$ cat src/design/rv64d_pkg.sv
// rv64d_pkg: shared types, opcode constants and control bundle for the
// rv64 instruction decoder pipeline. No dependencies.
`default_nettype none

package rv64d_pkg;

  localparam int unsigned INSTR_W = 32;
  localparam int unsigned XLEN    = 64;
  localparam int unsigned REG_W   = 5;

  localparam logic [6:0] OPC_LOAD   = 7'h03;
  localparam logic [6:0] OPC_OPIMM  = 7'h13;
  localparam logic [6:0] OPC_AUIPC  = 7'h17;
  localparam logic [6:0] OPC_OPIMMW = 7'h1B;
  localparam logic [6:0] OPC_STORE  = 7'h23;
  localparam logic [6:0] OPC_OP     = 7'h33;
  localparam logic [6:0] OPC_LUI    = 7'h37;
  localparam logic [6:0] OPC_OPW    = 7'h3B;
  localparam logic [6:0] OPC_BRANCH = 7'h63;
  localparam logic [6:0] OPC_JALR   = 7'h67;
  localparam logic [6:0] OPC_JAL    = 7'h6F;

  localparam logic [6:0] F7_BASE = 7'h00;
  localparam logic [6:0] F7_MULD = 7'h01;
  localparam logic [6:0] F7_ALT  = 7'h20;
  localparam logic [5:0] F6_BASE = 6'h00;
  localparam logic [5:0] F6_ALT  = 6'h10;

  typedef enum logic [3:0] {
    ALU_ADD = 4'd0,
    ALU_MUL = 4'd1,
    ALU_SUB = 4'd2,
    ALU_DIV = 4'd3,
    ALU_SLL = 4'd4,
    ALU_SRL = 4'd5,
    ALU_AND = 4'd6,
    ALU_OR  = 4'd7,
    ALU_XOR = 4'd8,
    ALU_REM = 4'd9,
    ALU_SLT = 4'd10,
    ALU_SRA = 4'd11
  } alu_op_t;

  typedef enum logic [2:0] {
    SRC_RS1_RS2 = 3'd0,
    SRC_RS1_IMM = 3'd1,
    SRC_PC_4    = 3'd2,
    SRC_PC_IMM  = 3'd3,
    SRC_IMM_0   = 3'd4
  } src_t;

  typedef enum logic [2:0] {
    BR_NONE = 3'd0,
    BR_JALR = 3'd1,
    BR_BEQ  = 3'd2,
    BR_BNE  = 3'd3,
    BR_BLT  = 3'd4,
    BR_BGE  = 3'd5,
    BR_JAL  = 3'd6
  } br_t;

  typedef enum logic [1:0] {
    MEM_NONE  = 2'd0,
    MEM_LOAD  = 2'd1,
    MEM_STORE = 2'd2
  } mem_t;

  typedef enum logic [2:0] {
    IMM_NONE = 3'd0,
    IMM_I    = 3'd1,
    IMM_SH   = 3'd2,
    IMM_S    = 3'd3,
    IMM_B    = 3'd4,
    IMM_U    = 3'd5,
    IMM_J    = 3'd6
  } imm_sel_t;

  typedef struct packed {
    alu_op_t    alu;
    src_t       src;
    logic       wm;
    br_t        br;
    mem_t       mk;
    logic [3:0] ms;
    logic       rw;
    logic       lr;
    imm_sel_t   imm_sel;
  } ctrl_t;

  localparam ctrl_t CTRL_NOP = '{
    alu: ALU_ADD, src: SRC_RS1_RS2, wm: 1'b0, br: BR_NONE, mk: MEM_NONE,
    ms: 4'd0, rw: 1'b0, lr: 1'b0, imm_sel: IMM_NONE
  };

endpackage

`default_nettype wire

$ cat src/design/rv64_instruction_decoder.sv
// rv64_instruction_decoder: top level, three-stage RV64IM decode pipeline.
// Depends on rv64d_pkg and rv64d_classify.
//
//   channel  | handshake        | payload
//   ---------+------------------+--------------------------------------------
//   input    | start / busy     | in_instruction
//   result   | out_valid strobe | out_alu_operation .. out_immediate
//
// The result passes these registers in order from acceptance to out_valid:
// capture register, opcode/funct classify register, immediate/output register.
// One beat is accepted every cycle; busy is always low.
// Results are strobed for one cycle; the receiver cannot stall the pipe.
// Synchronous active-low reset clears the valid bits only.
`default_nettype none

module rv64_instruction_decoder (
  input  wire logic                          clk,
  input  wire logic                          rst_n,
  input  wire logic                          start,
  output logic                               busy,
  input  wire logic [rv64d_pkg::INSTR_W-1:0] in_instruction,
  output logic                               out_valid,
  output logic [3:0]                         out_alu_operation,
  output logic [2:0]                         out_operand_source,
  output logic                               out_word_mode,
  output logic [2:0]                         out_branch_kind,
  output logic [1:0]                         out_memory_kind,
  output logic [3:0]                         out_memory_size,
  output logic                               out_register_write,
  output logic                               out_load_to_register,
  output logic [rv64d_pkg::REG_W-1:0]        out_destination_register,
  output logic [rv64d_pkg::REG_W-1:0]        out_source_register_one,
  output logic [rv64d_pkg::REG_W-1:0]        out_source_register_two,
  output logic signed [rv64d_pkg::XLEN-1:0]  out_immediate
);

  logic                          s1_valid_r;
  logic [rv64d_pkg::INSTR_W-1:0] s1_word_r;
  logic                          s2_valid;
  logic [rv64d_pkg::INSTR_W-1:0] s2_word;
  rv64d_pkg::ctrl_t              s2_ctrl;
  logic [rv64d_pkg::XLEN-1:0]    imm_nxt;
  logic                          out_valid_r;
  rv64d_pkg::ctrl_t              out_ctrl_r;
  logic [rv64d_pkg::INSTR_W-1:0] out_word_r;
  logic [rv64d_pkg::XLEN-1:0]    out_imm_r;

  assign busy = 1'b0;

  // capture stage
  always_ff @(posedge clk) begin
    if (!rst_n) begin
      s1_valid_r <= 1'b0;
    end else begin
      s1_valid_r <= start && !busy;
    end
  end

  always_ff @(posedge clk) begin
    s1_word_r <= in_instruction;
  end

  rv64d_classify u_classify (
    .clk      (clk),
    .rst_n    (rst_n),
    .valid_in (s1_valid_r),
    .word_in  (s1_word_r),
    .valid_r  (s2_valid),
    .word_r   (s2_word),
    .ctrl_r   (s2_ctrl)
  );

  // immediate assembly
  always_comb begin
    unique case (s2_ctrl.imm_sel)
      rv64d_pkg::IMM_I:  imm_nxt = {{52{s2_word[31]}}, s2_word[31:20]};
      rv64d_pkg::IMM_SH: imm_nxt = {58'd0, s2_word[25:20]};
      rv64d_pkg::IMM_S:  imm_nxt = {{52{s2_word[31]}}, s2_word[31:25], s2_word[11:7]};
      rv64d_pkg::IMM_B:  imm_nxt = {{51{s2_word[31]}}, s2_word[31], s2_word[7],
                                    s2_word[30:25], s2_word[11:8], 1'b0};
      rv64d_pkg::IMM_U:  imm_nxt = {{32{s2_word[31]}}, s2_word[31:12], 12'd0};
      rv64d_pkg::IMM_J:  imm_nxt = {{43{s2_word[31]}}, s2_word[31], s2_word[19:12],
                                    s2_word[20], s2_word[30:21], 1'b0};
      default:           imm_nxt = '0;
    endcase
  end

  // output stage
  always_ff @(posedge clk) begin
    if (!rst_n) begin
      out_valid_r <= 1'b0;
    end else begin
      out_valid_r <= s2_valid;
    end
  end

  always_ff @(posedge clk) begin
    out_ctrl_r <= s2_ctrl;
    out_word_r <= s2_word;
    out_imm_r  <= imm_nxt;
  end

  assign out_valid                = out_valid_r;
  assign out_alu_operation        = out_ctrl_r.alu;
  assign out_operand_source       = out_ctrl_r.src;
  assign out_word_mode            = out_ctrl_r.wm;
  assign out_branch_kind          = out_ctrl_r.br;
  assign out_memory_kind          = out_ctrl_r.mk;
  assign out_memory_size          = out_ctrl_r.ms;
  assign out_register_write       = out_ctrl_r.rw;
  assign out_load_to_register     = out_ctrl_r.lr;
  assign out_destination_register = out_word_r[11:7];
  assign out_source_register_one  = out_word_r[19:15];
  assign out_source_register_two  = out_word_r[24:20];
  assign out_immediate            = out_imm_r;

`ifndef SYNTHESIS
  a_out_from_accept: assert property (@(posedge clk) disable iff (!rst_n)
    out_valid |-> $past(start, 3))
    else $error("result beat without an accepted beat three cycles earlier");

  a_rd_follows_word: assert property (@(posedge clk) disable iff (!rst_n)
    out_valid |-> out_destination_register == $past(in_instruction[11:7], 3))
    else $error("destination register does not match accepted word");

  a_load_writes_back: assert property (@(posedge clk) disable iff (!rst_n)
    out_valid && out_memory_kind == rv64d_pkg::MEM_LOAD
      |-> out_register_write && out_load_to_register)
    else $error("load without write-back from memory");

  a_mem_has_size: assert property (@(posedge clk) disable iff (!rst_n)
    out_valid && out_memory_kind != rv64d_pkg::MEM_NONE |-> out_memory_size != 4'd0)
    else $error("memory access with zero size");

  a_nop_zero_imm: assert property (@(posedge clk) disable iff (!rst_n)
    out_valid && !out_register_write && out_memory_kind == rv64d_pkg::MEM_NONE
      && out_branch_kind == rv64d_pkg::BR_NONE |-> out_immediate == '0)
    else $error("rejected encoding carries a nonzero immediate");
`endif

endmodule

`default_nettype wire

$ cat src/design/rv64d_classify.sv
// rv64d_classify: second pipeline stage, opcode/funct decode into a
// registered control bundle. Depends on rv64d_pkg.
`default_nettype none

module rv64d_classify (
  input  wire logic                          clk,
  input  wire logic                          rst_n,
  input  wire logic                          valid_in,
  input  wire logic [rv64d_pkg::INSTR_W-1:0] word_in,
  output logic                               valid_r,
  output logic [rv64d_pkg::INSTR_W-1:0]      word_r,
  output rv64d_pkg::ctrl_t                   ctrl_r
);

  rv64d_pkg::ctrl_t ctrl_nxt;
  logic [6:0]       opc;
  logic [2:0]       f3;
  logic [6:0]       f7;
  logic [5:0]       f6;
  logic             wide;
  logic             ok;

  assign opc  = word_in[6:0];
  assign f3   = word_in[14:12];
  assign f7   = word_in[31:25];
  assign f6   = word_in[31:26];
  assign wide = (opc == rv64d_pkg::OPC_OPW) || (opc == rv64d_pkg::OPC_OPIMMW);

  always_comb begin
    ctrl_nxt = rv64d_pkg::CTRL_NOP;
    ok       = 1'b1;
    unique case (opc)
      rv64d_pkg::OPC_OP, rv64d_pkg::OPC_OPW: begin
        ctrl_nxt.src = rv64d_pkg::SRC_RS1_RS2;
        ctrl_nxt.wm  = wide;
        ctrl_nxt.rw  = 1'b1;
        ok           = 1'b0;
        unique case (f3)
          3'd0: begin
            if (f7 == rv64d_pkg::F7_BASE) begin
              ctrl_nxt.alu = rv64d_pkg::ALU_ADD; ok = 1'b1;
            end else if (f7 == rv64d_pkg::F7_MULD) begin
              ctrl_nxt.alu = rv64d_pkg::ALU_MUL; ok = 1'b1;
            end else if (f7 == rv64d_pkg::F7_ALT) begin
              ctrl_nxt.alu = rv64d_pkg::ALU_SUB; ok = 1'b1;
            end
          end
          3'd1: begin
            if (f7 == rv64d_pkg::F7_BASE) begin
              ctrl_nxt.alu = rv64d_pkg::ALU_SLL; ok = 1'b1;
            end else if (f7 == rv64d_pkg::F7_MULD && !wide) begin
              ctrl_nxt.alu = rv64d_pkg::ALU_MUL; ok = 1'b1;
            end
          end
          3'd2: begin
            if (f7 == rv64d_pkg::F7_BASE && !wide) begin
              ctrl_nxt.alu = rv64d_pkg::ALU_SLT; ok = 1'b1;
            end
          end
          3'd4: begin
            if (f7 == rv64d_pkg::F7_BASE && !wide) begin
              ctrl_nxt.alu = rv64d_pkg::ALU_XOR; ok = 1'b1;
            end else if (f7 == rv64d_pkg::F7_MULD) begin
              ctrl_nxt.alu = rv64d_pkg::ALU_DIV; ok = 1'b1;
            end
          end
          3'd5: begin
            if (f7 == rv64d_pkg::F7_BASE) begin
              ctrl_nxt.alu = rv64d_pkg::ALU_SRL; ok = 1'b1;
            end else if (f7 == rv64d_pkg::F7_ALT) begin
              ctrl_nxt.alu = rv64d_pkg::ALU_SRA; ok = 1'b1;
            end
          end
          3'd6: begin
            if (f7 == rv64d_pkg::F7_BASE && !wide) begin
              ctrl_nxt.alu = rv64d_pkg::ALU_OR; ok = 1'b1;
            end else if (f7 == rv64d_pkg::F7_MULD) begin
              ctrl_nxt.alu = rv64d_pkg::ALU_REM; ok = 1'b1;
            end
          end
          3'd7: begin
            if (f7 == rv64d_pkg::F7_BASE && !wide) begin
              ctrl_nxt.alu = rv64d_pkg::ALU_AND; ok = 1'b1;
            end
          end
          default: ok = 1'b0;
        endcase
      end
      rv64d_pkg::OPC_LOAD: begin
        ctrl_nxt.src     = rv64d_pkg::SRC_RS1_IMM;
        ctrl_nxt.mk      = rv64d_pkg::MEM_LOAD;
        ctrl_nxt.ms      = {1'b0, f3} + 4'd1;
        ctrl_nxt.rw      = 1'b1;
        ctrl_nxt.lr      = 1'b1;
        ctrl_nxt.imm_sel = rv64d_pkg::IMM_I;
      end
      rv64d_pkg::OPC_OPIMM, rv64d_pkg::OPC_OPIMMW: begin
        ctrl_nxt.src     = rv64d_pkg::SRC_RS1_IMM;
        ctrl_nxt.rw      = 1'b1;
        ctrl_nxt.wm      = wide;
        ctrl_nxt.imm_sel = rv64d_pkg::IMM_I;
        unique case (f3)
          3'd0: ctrl_nxt.alu = rv64d_pkg::ALU_ADD;
          3'd1: begin
            ctrl_nxt.alu     = rv64d_pkg::ALU_SLL;
            ctrl_nxt.imm_sel = rv64d_pkg::IMM_SH;
            ok = wide ? (f7 == rv64d_pkg::F7_BASE) : (f6 == rv64d_pkg::F6_BASE);
          end
          3'd5: begin
            ctrl_nxt.imm_sel = rv64d_pkg::IMM_SH;
            if (wide ? (f7 == rv64d_pkg::F7_BASE) : (f6 == rv64d_pkg::F6_BASE)) begin
              ctrl_nxt.alu = rv64d_pkg::ALU_SRL;
            end else if (wide ? (f7 == rv64d_pkg::F7_ALT) : (f6 == rv64d_pkg::F6_ALT)) begin
              ctrl_nxt.alu = rv64d_pkg::ALU_SRA;
            end else begin
              ok = 1'b0;
            end
          end
          3'd2: begin
            ctrl_nxt.alu = rv64d_pkg::ALU_SLT;
            ok = !wide;
          end
          3'd4: begin
            ctrl_nxt.alu = rv64d_pkg::ALU_XOR;
            ok = !wide;
          end
          3'd6: begin
            ctrl_nxt.alu = rv64d_pkg::ALU_OR;
            ok = !wide;
          end
          3'd7: begin
            ctrl_nxt.alu = rv64d_pkg::ALU_AND;
            ok = !wide;
          end
          default: ok = 1'b0;
        endcase
      end
      rv64d_pkg::OPC_JALR: begin
        ctrl_nxt.src     = rv64d_pkg::SRC_PC_4;
        ctrl_nxt.br      = rv64d_pkg::BR_JALR;
        ctrl_nxt.rw      = 1'b1;
        ctrl_nxt.imm_sel = rv64d_pkg::IMM_I;
        ok = (f3 == 3'd0);
      end
      rv64d_pkg::OPC_STORE: begin
        ctrl_nxt.src     = rv64d_pkg::SRC_RS1_IMM;
        ctrl_nxt.mk      = rv64d_pkg::MEM_STORE;
        ctrl_nxt.ms      = {1'b0, f3} + 4'd1;
        ctrl_nxt.imm_sel = rv64d_pkg::IMM_S;
      end
      rv64d_pkg::OPC_BRANCH: begin
        ctrl_nxt.alu     = rv64d_pkg::ALU_SUB;
        ctrl_nxt.src     = rv64d_pkg::SRC_RS1_RS2;
        ctrl_nxt.imm_sel = rv64d_pkg::IMM_B;
        unique case (f3)
          3'd0:    ctrl_nxt.br = rv64d_pkg::BR_BEQ;
          3'd1:    ctrl_nxt.br = rv64d_pkg::BR_BNE;
          3'd4:    ctrl_nxt.br = rv64d_pkg::BR_BLT;
          3'd5:    ctrl_nxt.br = rv64d_pkg::BR_BGE;
          default: ok = 1'b0;
        endcase
      end
      rv64d_pkg::OPC_AUIPC: begin
        ctrl_nxt.src     = rv64d_pkg::SRC_PC_IMM;
        ctrl_nxt.rw      = 1'b1;
        ctrl_nxt.imm_sel = rv64d_pkg::IMM_U;
      end
      rv64d_pkg::OPC_LUI: begin
        ctrl_nxt.src     = rv64d_pkg::SRC_IMM_0;
        ctrl_nxt.rw      = 1'b1;
        ctrl_nxt.imm_sel = rv64d_pkg::IMM_U;
      end
      rv64d_pkg::OPC_JAL: begin
        ctrl_nxt.src     = rv64d_pkg::SRC_PC_4;
        ctrl_nxt.br      = rv64d_pkg::BR_JAL;
        ctrl_nxt.rw      = 1'b1;
        ctrl_nxt.imm_sel = rv64d_pkg::IMM_J;
      end
      default: ok = 1'b0;
    endcase
    if (!ok) begin
      ctrl_nxt = rv64d_pkg::CTRL_NOP;
    end
  end

  always_ff @(posedge clk) begin
    if (!rst_n) begin
      valid_r <= 1'b0;
    end else begin
      valid_r <= valid_in;
    end
  end

  always_ff @(posedge clk) begin
    word_r <= word_in;
    ctrl_r <= ctrl_nxt;
  end

endmodule

`default_nettype wire

$ cat config.mk
export PLATFORM = sky130hd
export DESIGN_NAME = rv64_instruction_decoder
export DESIGN_NICKNAME = d
export VERILOG_FILES = /design/src/design/rv64d_pkg.sv /design/src/design/rv64_instruction_decoder.sv /design/src/design/rv64d_classify.sv
export SDC_FILE = /design/constraint.sdc
export NUM_CORES = 1
export LEC_CHECK = 0
export BUFFER_PORTS_ARGS = -buffer_cell sky130_fd_sc_hd__buf_4
export CAP_MARGIN = 20
export CORE_MARGIN = 2
export CORE_UTILIZATION = 25
export CTS_BUF_LIST = sky130_fd_sc_hd__clkbuf_2 sky130_fd_sc_hd__clkbuf_4 sky130_fd_sc_hd__clkbuf_8
export DETAILED_ROUTE_END_ITERATION = 8
export PLACE_DENSITY = 0.56
export SLEW_MARGIN = 10
export SYNTH_ARGS = -nofsm -noshare
export SYNTH_HDL_FRONTEND = slang
export SYNTH_SLANG_ARGS = --single-unit
export TNS_END_PERCENT = 1
$ cat constraint.sdc
create_clock -name clk -period 3.1 [get_ports clk]
set_clock_uncertainty 0.15 [all_clocks]
set_input_delay 0.31 -clock clk [delete_from_list [all_inputs] [get_ports clk]]
set_output_delay 0.31 -clock clk [all_outputs]
set_load 0.01 [all_outputs]
# Word-level counts from Yosys, hierarchy flattened
# Index checks and enable logic that the tools add are counted.
[word_totals]
reg_bits = 197
input_bits = 35
output_inout_bits = 100
[op_classes]
add_sub_neg = 1
eq_ne = 26
muxes = 44
n_reduce_logical = 22
[ops]
columns = ["operator", "count"]
rows = [
  ["$pmux W64 S6", 1],
  ["$mux W4", 11],
  ["$eq A7 B6 Y1 const B", 5],
  ["$pmux W4 S7", 1],
  ["$pmux W3 S4", 2],
  ["$pmux W4 S6", 1],
  ["$eq A3 B3 Y1 const B", 7],
  ["$eq A7 B5 Y1 const B", 3],
  ["$eq A7 B7 Y1 const B", 3],
  ["$pmux W3 S6", 1],
  ["$mux W1", 17],
  ["$reduce_or A2 Y1", 8],
  ["$reduce_or A4 Y1", 4],
  ["$pmux W4 S3", 1],
  ["$pmux W6 S2", 1],
  ["$pmux W1 S5", 2],
  ["$eq A3 B2 Y1 const B", 3],
  ["$pmux W3 S3", 1],
  ["$reduce_or A9 Y1", 1],
  ["$eq A7 B1 Y1 const B", 1],
  ["$eq A7 B2 Y1 const B", 1],
  ["$logic_not A7 Y1", 1],
  ["$eq A3 B1 Y1 const B", 2],
  ["$eq A6 B5 Y1 const B", 1],
  ["11 further kinds", 14],
]

# Logic depth before layout (Yosys ltp)
[logic_depth]
word_depth = 9
mapped_depth = 9

# Cells and area by module
# From an unflattened synthesis, not the netlist that was laid out.
[unflattened]
hier_cells = 434
hier_area_um2 = 5029.8
[by_module_without_submodules]
columns = ["mod", "n_inst", "cells_per_inst", "area_per_inst_um2", "seq_area_each_um2"]
rows = [
  ["rv64_instruction_decoder", 1, 224, 2922.8, 2001.9],
  ["rv64d_classify", 1, 210, 2107.0, 1081.0],
]

# Least setup slack after synthesis
# No wires, ideal clock.
[synth_path]
path_type = "register to register"
start = "register s1_word_r[12] (netlist bit)"
end = "register u_classify.ctrl_r[18] (netlist bit)"
setup_ns = 0.135
arrival_ns = 1.991
t_required_ns = 2.815
path_slack_ns = 0.824
stages_incl_launch_ff = 10
synth_period_minus_slack_ns = 2.276
path_cell_list = "dfxtp_1 inv_1 ha_1 clkbuf_1 o21ai_0 o21ai_0 and4bb_1 a2111oi_0 buf_2 a32oi_2"
[synth_via]
elab_chain_cells = 4
[synth_lines]
columns = ["element", "line_no", "source"]
rows = [
  ["start: declaration", "rv64_instruction_decoder.sv:38", "logic [rv64d_pkg::INSTR_W-1:0] s1_word_r;"],
  ["start signal: assignment", "rv64_instruction_decoder.sv:60", "s1_word_r <= in_instruction;"],
  ["$eq A3 B2 Y1, or another cell as far along", "rv64d_classify.sv:38, rv64d_classify.sv:102", ""],
  ["$reduce_or A4 Y1 (no line) / $reduce_or A2 Y1 (equally long branches)", "-", ""],
  ["$pmux W1 S4, or another cell as far along", "rv64d_classify.sv:102", "unique case (f3)"],
  ["$pmux W1 S5", "rv64d_classify.sv:32", "unique case (opc)"],
  ["end signal: assignment", "rv64d_classify.sv:196", "ctrl_r <= ctrl_nxt;"],
  ["end: declaration", "rv64d_classify.sv:12", "output rv64d_pkg::ctrl_t ctrl_r"],
]
# Several ways; a longest one is shown, not always the timed one.
# A chain may end at the register's enable or synchronous reset.

# Final worst setup path
[layout_path]
start = "register s1_word_r[13] (netlist bit)"
end = "register u_classify.ctrl_r[21] (netlist bit)"
# Same word-level chain as after synthesis.

==> impl_metrics.tcl <==
set metrics [dict create \
    status "finished, final reports clean" \
    syn-num-nets 455 \
    dp_hpwl_um 8170 \
    rows 49 \
    clockBufferDepth 2 \
    via_count 3495 \
    path_clk_slew_ns 0.09 \
    first_pass_iters 4 \
    grt_overflow_total 0 \
    hold_viol_final 0 \
    async_reset_ff_frac 0 \
    min_period_ns 2.69 \
    coreArea_sq_um 18100 \
    path_cells "inv_1, ha_1, nand2_1, o21a_1, o22ai_1, a41oi_1, a32oi_1" \
    die_h_um 140 \
    insertion_delay_ns 0.44 \
    design.die.area_sq_um 19700 \
    setup_ws_ns 0.412 \
    wl_per_cell_um 14.6 \
    period_share 0.867 \
    syn_area_sq_um 4650 \
    cts_tree "done" \
    h-tree-depth 4 \
    cp_max_fo 14 \
    setup_tns_ns 0 \
    dp.cells 727 \
    synth_edf_count 0 \
    power_density_nw_per_um2 588 \
    synth_top_area_share 0.637 \
    grt_usage 0.119 \
    grt_pass1_vias 3453 \
    cp_slowest_cell "a41oi_1" \
    post_cts_buffers 0 \
    drt_iter0_markers 174 \
    dp_slack_ns 0.504 \
    hold-worst-slack_ns 0.182 \
    place.gp.congestion 0.815 \
    crit_path_end_kind "register" \
    crit_type "register to register" \
    required_ns 3.23 \
    cts_root_buffer "clkbuf_8" \
    hold_buffers 35 \
    rsz0062_at_grt "false" \
    initial_core_util 0.257 \
    ant_nets 0 \
    n_antenna_cell 0 \
    synth-seq-cells 148 \
    synthDistinctLibCells 52 \
    finalNonFillerCells 794 \
    hold_path_class "register to register" \
    cts-resized-gates 0 \
    drv_slew 0 \
    synth_commonest_cells "148 x dfxtp_1, 33 x buf_4, 28 x a21oi_1, 17 x nor2_1, 16 x and2_1" \
    numCtsBuffers 17 \
    worst_pin_slew_ns 1.05 \
    grt_pass1_wl_um 18200 \
    synthFlopType "dfxtp_1" \
    yosysTopAreaCell "dfxtp_1" \
    drc 0 \
    antenna_found_initial 0 \
    drt-vias-per-instance 4.40 \
    drive_gt1_frac 0.315 \
    synth_area_leaders "dfxtp_1 64%, buf_4 5.3%, a21oi_1 3.0%, and2_1 2.2%, o22ai_1 2.0%" \
    synthToLayoutAreaGrowth_pct 38.0 \
    syn_area_per_cell_sq_um 11.2 \
    setup_viol_count_final 0 \
    power.total_mw 3.77 \
    pin_count 135 \
    wirelength_um 11600 \
    cap_violations 0 \
    max_stage_delay_ns 0.90 \
    worstPathArrival_ns 2.82 \
    irDropWorstVdd_uv 283 \
    power.leakage_nw 2.84 \
    grt_start_max_net_pins 34 \
    relSlewSlack 0.293 \
    critPathLaunchType "register" \
    seq_area_frac_synth 0.637 \
    synth_cells 415 \
    yosysWarnings 0 \
    port_buffers 133 \
    fillCellCount 1789 \
    fmax_mhz 372 \
    cts.sink_count 148 \
    nets 592 \
    synth.most_common_cell "dfxtp_1" \
    die_w_um 140 \
]
-- per-stage QoR --
step	area [sq um]	util
floorplan	4650	-
global placement	5640	0.312
detailed placement	5640	0.312
CTS	6420	0.355
global route	6420	0.355
finish	6420	0.355
-- registers in the layout (all words and copies together), names as in the netlist, 2 cells and up --
register / count
out_alu_operation: 4
out_word_r: 15
s1_word_r: 32
out_operand_source: 3
out_immediate: 32
out_branch_kind: 3
out_memory_size: 4
out_memory_kind: 2
u_classify.ctrl_r: 22
u_classify.word_r: 25
-- cells by family after synthesis --
| family | after synthesis | share of synthesized area |
|---|---|---|
| compound gates | 99 | 0.140 |
| fa+ha+maj | 5 | 0.0135 |
| buf+inv | 62 | 0.0796 |
| flops | 148 | 0.637 |
| mux | 7 | 0.0151 |
| other cells | 1 | 0.000806 |
| simple gates | 93 | 0.114 |
-- final timing paths --
path                                    from                                to  slack, ns  cells past startpoint
max reg2reg            s1_word_r[13]$_DFF_P_  u_classify.ctrl_r[21]$_SDFF_PN0_       0.41                      7
min          u_classify.ctrl_r[7]$_SDFF_PN0_        out_memory_size[2]$_DFF_P_       0.18                      0
max                    s1_word_r[13]$_DFF_P_  u_classify.ctrl_r[21]$_SDFF_PN0_       0.41                      7
min reg2reg  u_classify.ctrl_r[7]$_SDFF_PN0_        out_memory_size[2]$_DFF_P_       0.18                      0
-- worst max-delay path, delay by kind of cell (launching register included) --
family          cells  cell delay [ns]
compound gates      4             1.34
buf+inv             1             0.08
flops               1             0.40
simple gates        1             0.19
fa+ha+maj           1             0.36
-- where the power goes --
group	total, mW	internal, mW	switching (mW)
logic	0.200	0.115	0.0850
clock network	1.57	0.776	0.795
registers	2.00	1.96	0.0437
total	3.77	2.85	0.924
-- layout make-up --
type | count | area [sq um] | share of cell area
multi-input cells | 205 | 1320 | 0.206
repair buffers | 174 | 1390 | 0.217
clock inverters | 14 | 180 | 0.0281
clock buffers | 18 | 248 | 0.0386
well taps | 229 | 287 | 0.0446
flip-flops and latches | 148 | 2960 | 0.462
inverters | 6 | 22.5 | 0.00351
-- per-layer routing --
metal	track usage	part of all wire
met1	0.146	0.44
met2	0.191	0.48
met3	0.0417	0.068
met4	0.0500	0.016
met5	0	0
-- layout by cell type (no fill, tap or decap), types with 2 or more instances in the layout --
cell           netlist  final
dfxtp_1            148    148
buf_4               33    139
dlygate4sd3_1        0     35
a21oi_1             28     28
clkbuf_8             0     18
nor2_1              17     17
and2_1              16     16
o22ai_1             15     15
a31oi_1             13     13
a21o_1              12     12
nand2_1             11     11
nand3_1             10     10
o21ai_0              8      8
mux2i_1              7      7
nor3_1               6      6
inv_1                5      5
a22oi_1              5      5
ha_1                 5      5
inv_6                0      5
nor2b_1              4      4
nand2b_1             4      4
and3b_1              3      3
nand3b_1             3      3
nand4_1              3      3
or3_1                3      3
clkinv_4             0      3
inv_8                0      3
a211oi_1             2      2
and3_1               2      2
nor4_1               2      2
a32oi_2              2      2
a22o_1               2      2
and4_1               2      2
bufinv_16            0      2
Note: power is estimated with default switching activity, not from simulation.
